[config.mk]
export PLATFORM = sky130hd
export DESIGN_NAME = nec_ir_pulse_decoder
export DESIGN_NICKNAME = d
export VERILOG_FILES = /design/src/design/necir_pkg.sv /design/src/design/necir_queue.sv /design/src/design/necir_classify.sv /design/src/design/necir_sequencer.sv /design/src/design/nec_ir_pulse_decoder.sv
export SDC_FILE = /design/constraint.sdc
export NUM_CORES = 2
export LEC_CHECK = 0
export BUFFER_PORTS_ARGS = -buffer_cell sky130_fd_sc_hd__buf_2
export CAP_MARGIN = 20
export CORE_MARGIN = 2
export CORE_UTILIZATION = 40
export DETAILED_ROUTE_END_ITERATION = 16
export PLACE_DENSITY = 0.58
export SYNTH_ARGS = -nofsm -noshare
export SYNTH_HDL_FRONTEND = slang
export SYNTH_HIERARCHICAL = 1
export SYNTH_SLANG_ARGS = --single-unit
[constraint.sdc]
create_clock -name clk -period 13.63 [get_ports clk]
set_input_delay 1.363 -clock clk [delete_from_list [all_inputs] [get_ports clk]]
set_output_delay 1.363 -clock clk [all_outputs]
set_load 0.01 [all_outputs]
[src/design/necir_pkg.sv]
// ----------------------------------------------------------------------------
// NEC IR decoder package
// Shared types, window bounds and event codes for the NEC IR pulse decoder.
// ----------------------------------------------------------------------------
package necir_pkg;

  localparam int unsigned SAMPLES_W     = 32;
  localparam int unsigned SPU_W         = 10;
  localparam int unsigned RESET_SPU     = 24;
  localparam int unsigned BITS_PER_BYTE = 8;
  localparam int unsigned BIT_CNT_W     = 5;

  // Largest threshold is 42500 us at 1000 samples/us, which fits in 26 bits.
  localparam int unsigned THR_W = 26;

  // Timing windows, all open bounds in microseconds.
  localparam int unsigned NUM_WIN    = 6;
  localparam int unsigned WIN_LEAD   = 0;  // leader burst and repeat burst
  localparam int unsigned WIN_LSPACE = 1;  // leader space
  localparam int unsigned WIN_GAP    = 2;  // end gap
  localparam int unsigned WIN_RSPACE = 3;  // repeat space
  localparam int unsigned WIN_RMARK  = 4;  // repeat mark
  localparam int unsigned WIN_BIT    = 5;  // zero-bit space

  localparam int unsigned WIN_LO [NUM_WIN] = '{8700, 4250, 40500, 2100, 550, 400};
  localparam int unsigned WIN_HI [NUM_WIN] = '{9300, 4750, 42500, 2400, 620, 700};

  // Event codes.
  localparam logic [2:0] EV_LEADER_BURST = 3'd0;
  localparam logic [2:0] EV_LEADER_SPACE = 3'd1;
  localparam logic [2:0] EV_DATA_BYTE    = 3'd2;
  localparam logic [2:0] EV_END_GAP      = 3'd3;
  localparam logic [2:0] EV_REPEAT       = 3'd4;

  typedef struct packed {
    logic                 pulse_level;
    logic [SAMPLES_W-1:0] pulse_samples;
  } pulse_t;

  typedef struct packed {
    logic [2:0] event_kind;
    logic [1:0] byte_index;
    logic [7:0] byte_value;
  } result_t;

  // A pulse after classification: its level and one hit flag per window.
  typedef struct packed {
    logic               level;
    logic [NUM_WIN-1:0] win;
  } class_t;

  // Scaled threshold: microseconds times samples per microsecond.
  function automatic logic [THR_W-1:0] scale_thr(input int unsigned us,
                                                 input logic [SPU_W-1:0] spu);
    logic [THR_W-1:0] prod;
    prod = THR_W'(us) * THR_W'(spu);
    return prod;
  endfunction

endpackage

[src/design/necir_queue.sv]
// ----------------------------------------------------------------------------
// NEC IR small queue
// Register-based first-in first-out queue with full and empty flags.
// ----------------------------------------------------------------------------
module necir_queue import necir_pkg::*; #(
  parameter int unsigned WIDTH = 8,
  parameter int unsigned DEPTH = 2
) (
  input  logic             clk,
  input  logic             rst,
  input  logic             push,
  input  logic [WIDTH-1:0] wdata,
  output logic             full,
  input  logic             pop,
  output logic [WIDTH-1:0] rdata,
  output logic             empty
);

  localparam int unsigned PTR_W = (DEPTH > 1) ? $clog2(DEPTH) : 1;
  localparam int unsigned CNT_W = $clog2(DEPTH + 1);

  logic [WIDTH-1:0] mem [DEPTH];
  logic [PTR_W-1:0] wr_ptr;
  logic [PTR_W-1:0] rd_ptr;
  logic [CNT_W-1:0] count;
  logic             do_push;
  logic             do_pop;

  assign full    = (count == CNT_W'(DEPTH));
  assign empty   = (count == '0);
  assign do_push = push && !full;
  assign do_pop  = pop && !empty;
  assign rdata   = mem[rd_ptr];

  always_ff @(posedge clk) begin
    if (do_push) begin
      mem[wr_ptr] <= wdata;
    end
  end

  always_ff @(posedge clk) begin
    if (rst) begin
      wr_ptr <= '0;
      rd_ptr <= '0;
      count  <= '0;
    end else begin
      if (do_push) begin
        wr_ptr <= (wr_ptr == PTR_W'(DEPTH - 1)) ? '0 : wr_ptr + 1'b1;
      end
      if (do_pop) begin
        rd_ptr <= (rd_ptr == PTR_W'(DEPTH - 1)) ? '0 : rd_ptr + 1'b1;
      end
      if (do_push && !do_pop) begin
        count <= count + 1'b1;
      end else if (do_pop && !do_push) begin
        count <= count - 1'b1;
      end
    end
  end

endmodule

[src/design/necir_classify.sv]
// ----------------------------------------------------------------------------
// NEC IR pulse classifier
// Holds scaled window thresholds and flags which windows a pulse falls in.
// ----------------------------------------------------------------------------
module necir_classify import necir_pkg::*; (
  input  logic             clk,
  input  logic             rst,
  input  logic             cfg_valid,
  input  logic [SPU_W-1:0] cfg_samples_per_us,
  input  pulse_t           pulse,
  output class_t           cls
);

  logic [THR_W-1:0] thr_lo [NUM_WIN];
  logic [THR_W-1:0] thr_hi [NUM_WIN];
  logic [SPU_W-1:0] spu_eff;

  // A rate of zero is taken as one sample per microsecond.
  assign spu_eff = (cfg_samples_per_us == '0) ? SPU_W'(1) : cfg_samples_per_us;

  // Thresholds are scaled once when the rate is written, so the per-pulse
  // path is only a pair of compares per window.
  for (genvar i = 0; i < NUM_WIN; i++) begin : g_win
    always_ff @(posedge clk) begin
      if (rst) begin
        thr_lo[i] <= scale_thr(WIN_LO[i] + 1, SPU_W'(RESET_SPU));
        thr_hi[i] <= scale_thr(WIN_HI[i], SPU_W'(RESET_SPU));
      end else if (cfg_valid) begin
        thr_lo[i] <= scale_thr(WIN_LO[i] + 1, spu_eff);
        thr_hi[i] <= scale_thr(WIN_HI[i], spu_eff);
      end
    end

    assign cls.win[i] = (pulse.pulse_samples >= SAMPLES_W'(thr_lo[i])) &&
                        (pulse.pulse_samples <  SAMPLES_W'(thr_hi[i]));
  end

  assign cls.level = pulse.pulse_level;

endmodule

[src/design/necir_sequencer.sv]
// ----------------------------------------------------------------------------
// NEC IR frame sequencer
// Walks the frame phases on classified pulses and forms the result beats.
// ----------------------------------------------------------------------------
module necir_sequencer import necir_pkg::*; (
  input  logic    clk,
  input  logic    rst,
  input  logic    cls_valid,
  input  class_t  cls,
  output logic    cls_take,
  input  logic    res_full,
  output logic    res_push,
  output result_t res
);

  typedef enum logic [3:0] {
    PH_IDLE,
    PH_LSPACE,
    PH_DMARK,
    PH_DSPACE,
    PH_STOP,
    PH_GAP,
    PH_RBURST,
    PH_RSPACE,
    PH_RMARK
  } phase_t;

  phase_t               phase;
  phase_t               phase_next;
  logic [BIT_CNT_W-1:0] bit_count;
  logic [BIT_CNT_W-1:0] bit_count_next;
  logic [7:0]           byte_shift;
  logic [7:0]           byte_shift_next;
  logic                 emit;
  result_t              ev;
  logic                 high;
  logic [7:0]           shifted;

  assign cls_take = cls_valid && !res_full;
  assign high     = cls.level;
  // A space outside the zero window reads as a one.
  assign shifted  = {!cls.win[WIN_BIT], byte_shift[7:1]};

  always_comb begin
    phase_next      = PH_IDLE;
    bit_count_next  = bit_count;
    byte_shift_next = byte_shift;
    emit            = 1'b0;
    ev              = '0;
    unique case (phase)
      PH_LSPACE: begin
        if (high && cls.win[WIN_LSPACE]) begin
          phase_next      = PH_DMARK;
          bit_count_next  = '0;
          byte_shift_next = 8'hFF;
          emit            = 1'b1;
          ev.event_kind   = EV_LEADER_SPACE;
        end
      end
      PH_DMARK: begin
        if (!high) begin
          phase_next = PH_DSPACE;
        end
      end
      PH_DSPACE: begin
        if (high) begin
          byte_shift_next = shifted;
          bit_count_next  = bit_count + 1'b1;
          phase_next      = (bit_count == '1) ? PH_STOP : PH_DMARK;
          if (bit_count[2:0] == 3'(BITS_PER_BYTE - 1)) begin
            emit          = 1'b1;
            ev.event_kind = EV_DATA_BYTE;
            ev.byte_index = bit_count[4:3];
            ev.byte_value = shifted;
          end
        end
      end
      PH_STOP: begin
        if (!high) begin
          phase_next = PH_GAP;
        end
      end
      PH_GAP: begin
        if (high && cls.win[WIN_GAP]) begin
          phase_next    = PH_RBURST;
          emit          = 1'b1;
          ev.event_kind = EV_END_GAP;
        end
      end
      PH_RBURST: begin
        if (!high && cls.win[WIN_LEAD]) begin
          phase_next = PH_RSPACE;
        end
      end
      PH_RSPACE: begin
        if (high && cls.win[WIN_RSPACE]) begin
          phase_next = PH_RMARK;
        end
      end
      PH_RMARK: begin
        if (!high && cls.win[WIN_RMARK]) begin
          emit          = 1'b1;
          ev.event_kind = EV_REPEAT;
        end
      end
      default: begin
        if (!high && cls.win[WIN_LEAD]) begin
          phase_next    = PH_LSPACE;
          emit          = 1'b1;
          ev.event_kind = EV_LEADER_BURST;
        end
      end
    endcase
  end

  assign res_push = cls_take && emit;
  assign res      = ev;

  always_ff @(posedge clk) begin
    if (rst) begin
      phase      <= PH_IDLE;
      bit_count  <= '0;
      byte_shift <= 8'hFF;
    end else if (cls_take) begin
      phase      <= phase_next;
      bit_count  <= bit_count_next;
      byte_shift <= byte_shift_next;
    end
  end

endmodule

[src/design/nec_ir_pulse_decoder.sv]
// ----------------------------------------------------------------------------
// NEC IR pulse decoder
// Decodes NEC infrared frames from measured pulses into leader, byte, gap
// and repeat events.
// ----------------------------------------------------------------------------
//
//   Channel   Handshake            Beat contents
//   --------  -------------------  -------------------------------------------
//   pulse     push / full          pulse_t: level and length in samples
//   result    empty / pop          result_t: event kind, byte index and value
//   cfg       cfg_valid/cfg_ready  samples per microsecond (10 bits)
//
// One pulse beat is accepted per cycle while full is low. Each pulse is
// classified as it enters the classifier queue, and the sequencer pushes its
// result, if any, into the result queue, whose head stays on the result ports
// until popped. Reset clears both queues, returns the sequencer to idle and
// restores the rate of 24 samples per microsecond. When the result queue
// fills, the sequencer stops taking classified pulses, and full rises once
// the QUEUE_DEPTH-entry classifier queue has filled behind it.
//
// The front end scales the six timing windows by the configured rate when it
// is written, so that each pulse needs only a pair of 32-bit compares per
// window before it enters the classifier queue. A rate of zero acts as one.
// The back end is the frame sequencer; it consumes one classified pulse per
// cycle whenever the result queue has room and produces at most one result
// beat per pulse. Data bytes are assembled least significant bit first, and
// the inverse address and command bytes are passed on unchecked.
// ----------------------------------------------------------------------------
module nec_ir_pulse_decoder import necir_pkg::*; #(
  parameter int unsigned QUEUE_DEPTH = 2
) (
  input  logic             clk,
  input  logic             rst,
  input  logic             push,
  output logic             full,
  input  pulse_t           pulse,
  output logic             empty,
  input  logic             pop,
  output result_t          result,
  input  logic             cfg_valid,
  output logic             cfg_ready,
  input  logic [SPU_W-1:0] cfg_samples_per_us
);

  class_t  cls_in;
  class_t  cls_out;
  logic    cls_empty;
  logic    cls_take;
  logic    res_full;
  logic    res_push;
  result_t res_in;

  // Always ready; the user must change the rate only while idle, unenforced.
  assign cfg_ready = 1'b1;

  necir_classify u_classify (
    .clk                (clk),
    .rst                (rst),
    .cfg_valid          (cfg_valid),
    .cfg_samples_per_us (cfg_samples_per_us),
    .pulse              (pulse),
    .cls                (cls_in)
  );

  // Queue between the classifier and the sequencer.
  necir_queue #(
    .WIDTH ($bits(class_t)),
    .DEPTH (QUEUE_DEPTH)
  ) u_cls_queue (
    .clk   (clk),
    .rst   (rst),
    .push  (push),
    .wdata (cls_in),
    .full  (full),
    .pop   (cls_take),
    .rdata (cls_out),
    .empty (cls_empty)
  );

  necir_sequencer u_sequencer (
    .clk       (clk),
    .rst       (rst),
    .cls_valid (!cls_empty),
    .cls       (cls_out),
    .cls_take  (cls_take),
    .res_full  (res_full),
    .res_push  (res_push),
    .res       (res_in)
  );

  // Result queue; its head drives the result ports directly.
  necir_queue #(
    .WIDTH ($bits(result_t)),
    .DEPTH (QUEUE_DEPTH)
  ) u_res_queue (
    .clk   (clk),
    .rst   (rst),
    .push  (res_push),
    .wdata (res_in),
    .full  (res_full),
    .pop   (pop),
    .rdata (result),
    .empty (empty)
  );

endmodule

==> impl_metrics.env <==
export IMPL_status="finished, final reports clean"
export IMPL_ys_seq_area_share_pct=23.8
export IMPL_num_fill_cells=8425
export IMPL_cts_hold_fix_buffers=0
export IMPL_clock_sink_count=281
export IMPL_synth_flop_cell="edfxtp_1"
export IMPL_synthMostInstantiatedCell="ha_1"
export IMPL_finClkSkew_ps=13.6
export IMPL_numPortBuffers=62
export IMPL_pre_cts_ws_ps=4590
export IMPL_antenna_left=0
export IMPL_synth_area_leaders="ha_1 (28%), edfxtp_1 (22%), fa_1 (12%)"
export IMPL_yosysTopAreaCell="ha_1"
export IMPL_grt_max_degree=70
export IMPL_dpl_hpwl_mm=86.1
export IMPL_highest_layer="met5"
export IMPL_gr_total_overflow=0
export IMPL_post_cts_resized=0
export IMPL_synth_top_family_by_area="adder cells"
export IMPL_synth_mux_area_share_pct=0.834
export IMPL_ys_ff_latch=281
export IMPL_vias_per_cell=5.43
export IMPL_drt_first_pass_iters=5
export IMPL_finalSetupViolCount=0
export IMPL_synth_xor_area_share_pct=4.21
export IMPL_min_path_cells=2
export IMPL_fin_util_pct=43.9
export IMPL_vdd_drop_max_v=0.000172
export IMPL_synth_simple_area_share_pct=10.1
export IMPL_drc_errors=0
export IMPL_maxSlewViolCount=0
export IMPL_cts_setup_buffers=0
export IMPL_ios=64
export IMPL_cp_required_ps=13940
export IMPL_gp_congestion=0.987
export IMPL_r2r_slack_ps=9960
export IMPL_layout_nets=4623
export IMPL_num_vias=25902
export IMPL_start_util_pct=40.3
export IMPL_core_area_um2=85100
export IMPL_cp_max_fo=15
export IMPL_drt_iter0_drc=1800
export IMPL_met1_length_mm=49.2
export IMPL_synth_compound_area_share_pct=13.4
export IMPL_cpMaxStageDelayCell="inv_1"
export IMPL_min_from="u_sequencer/bit_count[4]"
export IMPL_cts_clk_slew_worst_paths_ps=60
export IMPL_clkLatencyLatePin_ps=570
export IMPL_grt_total_usage_pct=24.8
export IMPL_leakage_nw=18.6
export IMPL_die_area_um2=88200
export IMPL_finalCriticalPeriod_ps=8620
export IMPL_worstHoldPathType="flop to flop"
export IMPL_critical_path_arrival_ps=8930
export IMPL_power_density_nw_per_um2=168
export IMPL_cts_tree="yes"
export IMPL_fin_setup_tns_ps=0
export IMPL_cts_made_buffers=35
export IMPL_relSlewSlack_pct=27.0
export IMPL_synth_warnings=6
export IMPL_yosys_top_cells_count="ha_1 (759), inv_1 (637), edfxtp_1 (255)"
export IMPL_wl_per_cell_um=22.9
export IMPL_synth_cell_area_um2=34400
export IMPL_die_height_um=297
export IMPL_hold_viol=0
export IMPL_crit_path_frequent_cell="inv_1"
export IMPL_clk_path_buf_depth=3
export IMPL_wl_met2_mm=49.1
export IMPL_die_x_um=297
export IMPL_fin_crit_sh_pct=63.3
export IMPL_reg2reg_depth=8
export IMPL_area_delta_synth_final_pct=8.70
export IMPL_crit_start="cfg_samples_per_us[8]"
export IMPL_drt_wl_total_mm=110
export IMPL_critPathLaunchType="input pin"
export IMPL_htree_levels=2
export IMPL_grt_pass1_wl_mm=163
export IMPL_antenna_found_initial=8
export IMPL_synth_distinct_cells=102
export IMPL_ctsRootBufferMaster="clkbuf_16"
export IMPL_r2r_start="u_classify/thr_hi[0][26]"
export IMPL_row_count=107
export IMPL_route_met3_wl_mm=7.17
export IMPL_netlist_instances=3520
export IMPL_crit_type="input pin to flop"
export IMPL_syn_nets=4539
export IMPL_synth_area_per_cell_um2=9.76
export IMPL_cap_violations=0
export IMPL_synthAdderAreaFrac_pct=40.0
export IMPL_worst_slack_ps=5010
export IMPL_synth_edf_count=255
export IMPL_async_flop_share_pct=0
export IMPL_synth_top_area_share_pct=27.6
export IMPL_layout_drive_gt1_share_pct=6.45
export IMPL_rsz0062_at_grt="false"
export IMPL_critPathMaxStageDelay_ps=680
export IMPL_worst_setup_path_end_kind="flop"
export IMPL_tightest_slew_ps=1090
export IMPL_timing_fmax_mhz=116
export IMPL_grt_pass1_vias=25711
==> final cells by class <==
class / instances / area [um^2] / area share (%)
inverters: 640 / 2400 / 6.43
clock buffers: 44 / 972 / 2.60
multi-input cells: 2550 / 23600 / 63.1
repair buffers: 96 / 566 / 1.51
flip-flops and latches: 281 / 8180 / 21.9
diodes: 2 / 5.00 / 0.0134
well taps: 1144 / 1430 / 3.83
clock inverters: 17 / 206 / 0.553
==> per-layer routing <==
layer,up-vias,global-route usage [%]
met4,14,8.23
li1,12395,-
met5,-,0
met3,166,4.85
met1,12604,33.5
met2,723,39.6
==> state kept, by name (all words and copies together) (netlist names), 4 cells and up, named ones only <==
name and count:
u_classify/thr_hi 110, u_classify/thr_lo 105, u_cls_queue/mem 14, u_res_queue/mem 26, u_sequencer/bit_count 5, u_sequencer/byte_shift 7
u_sequencer/phase 4
==> stage by stage <==
stage | hold slack, ps | total power, mW | cells | instance area, um^2
global placement | 469 | 5.26 | 4710 | 36100
global route | 513 | 6.85 | 4772 | 37300
detailed placement | 483 | 5.27 | 4711 | 36200
floorplan | 452 | 4.26 | 3520 | 34400
CTS | 493 | 6.29 | 4772 | 37300
finish | 491 | 6.28 | 4774 | 37300
==> cells by family after synthesis <==
logic type,after synthesis
adder cells (fa/ha/maj),971
AND/OR/NAND/NOR,712
buffers and inverters,689
AO/OA/AOI/OAI,675
flip-flops,281
XOR/XNOR,165
multiplexers,26
other,1
==> cells in the final DEF, fill, tap and decap left out, types with 10 or more instances in the layout <==
cell       Yosys  routed
ha_1         759     759
inv_1        637     636
edfxtp_1     255     255
nor2_1       217     216
fa_1         212     212
a21oi_1      178     178
nand2_1      163     163
a21o_1       135     135
o21ai_0       94      94
xor2_1        89      89
xnor2_1       76      76
buf_2          6      62
nand3_1       54      54
nand4_1       44      44
nand2b_1      43      42
nor3_1        39      39
clkbuf_16      0      37
a211oi_1      35      35
buf_4          5      34
and2_1        31      31
o21a_1        29      29
and3_1        27      27
dfxtp_1       26      26
nor2b_1       24      23
a31oi_1       23      23
mux2_2        21      21
o21ai_1       19      19
o211ai_1      17      17
o31ai_1       16      16
o21bai_1      16      16
or3_1         14      14
or2_2         12      11
nor4_1        10      10
==> report_power, final <==
part | switching [mW] | leakage, nW | internal, mW
logic | 2.41 | 15.2 | 1.66
registers | 0.0601 | 2.77 | 1.17
clock network | 0.407 | 0.562 | 0.567
==> worst paths after layout <==
| check | endpoint |
|---|---|
| max | u_classify/thr_lo[2][25] |
| min | u_sequencer/bit_count[4] |
| max reg2reg | u_cls_queue/mem[1][1] |
| min reg2reg | u_sequencer/bit_count[4] |
==> worst max-delay path: cells and delay by family <==
kind | cells | cell delay (ps)
mux | 1 | 120
xor+xnor | 1 | 510
compound gates | 5 | 1410
fa+ha+maj | 7 | 2400
simple gates | 5 | 1320
buf+inv | 7 | 1780
Note: power is estimated with default switching activity, not from simulation.
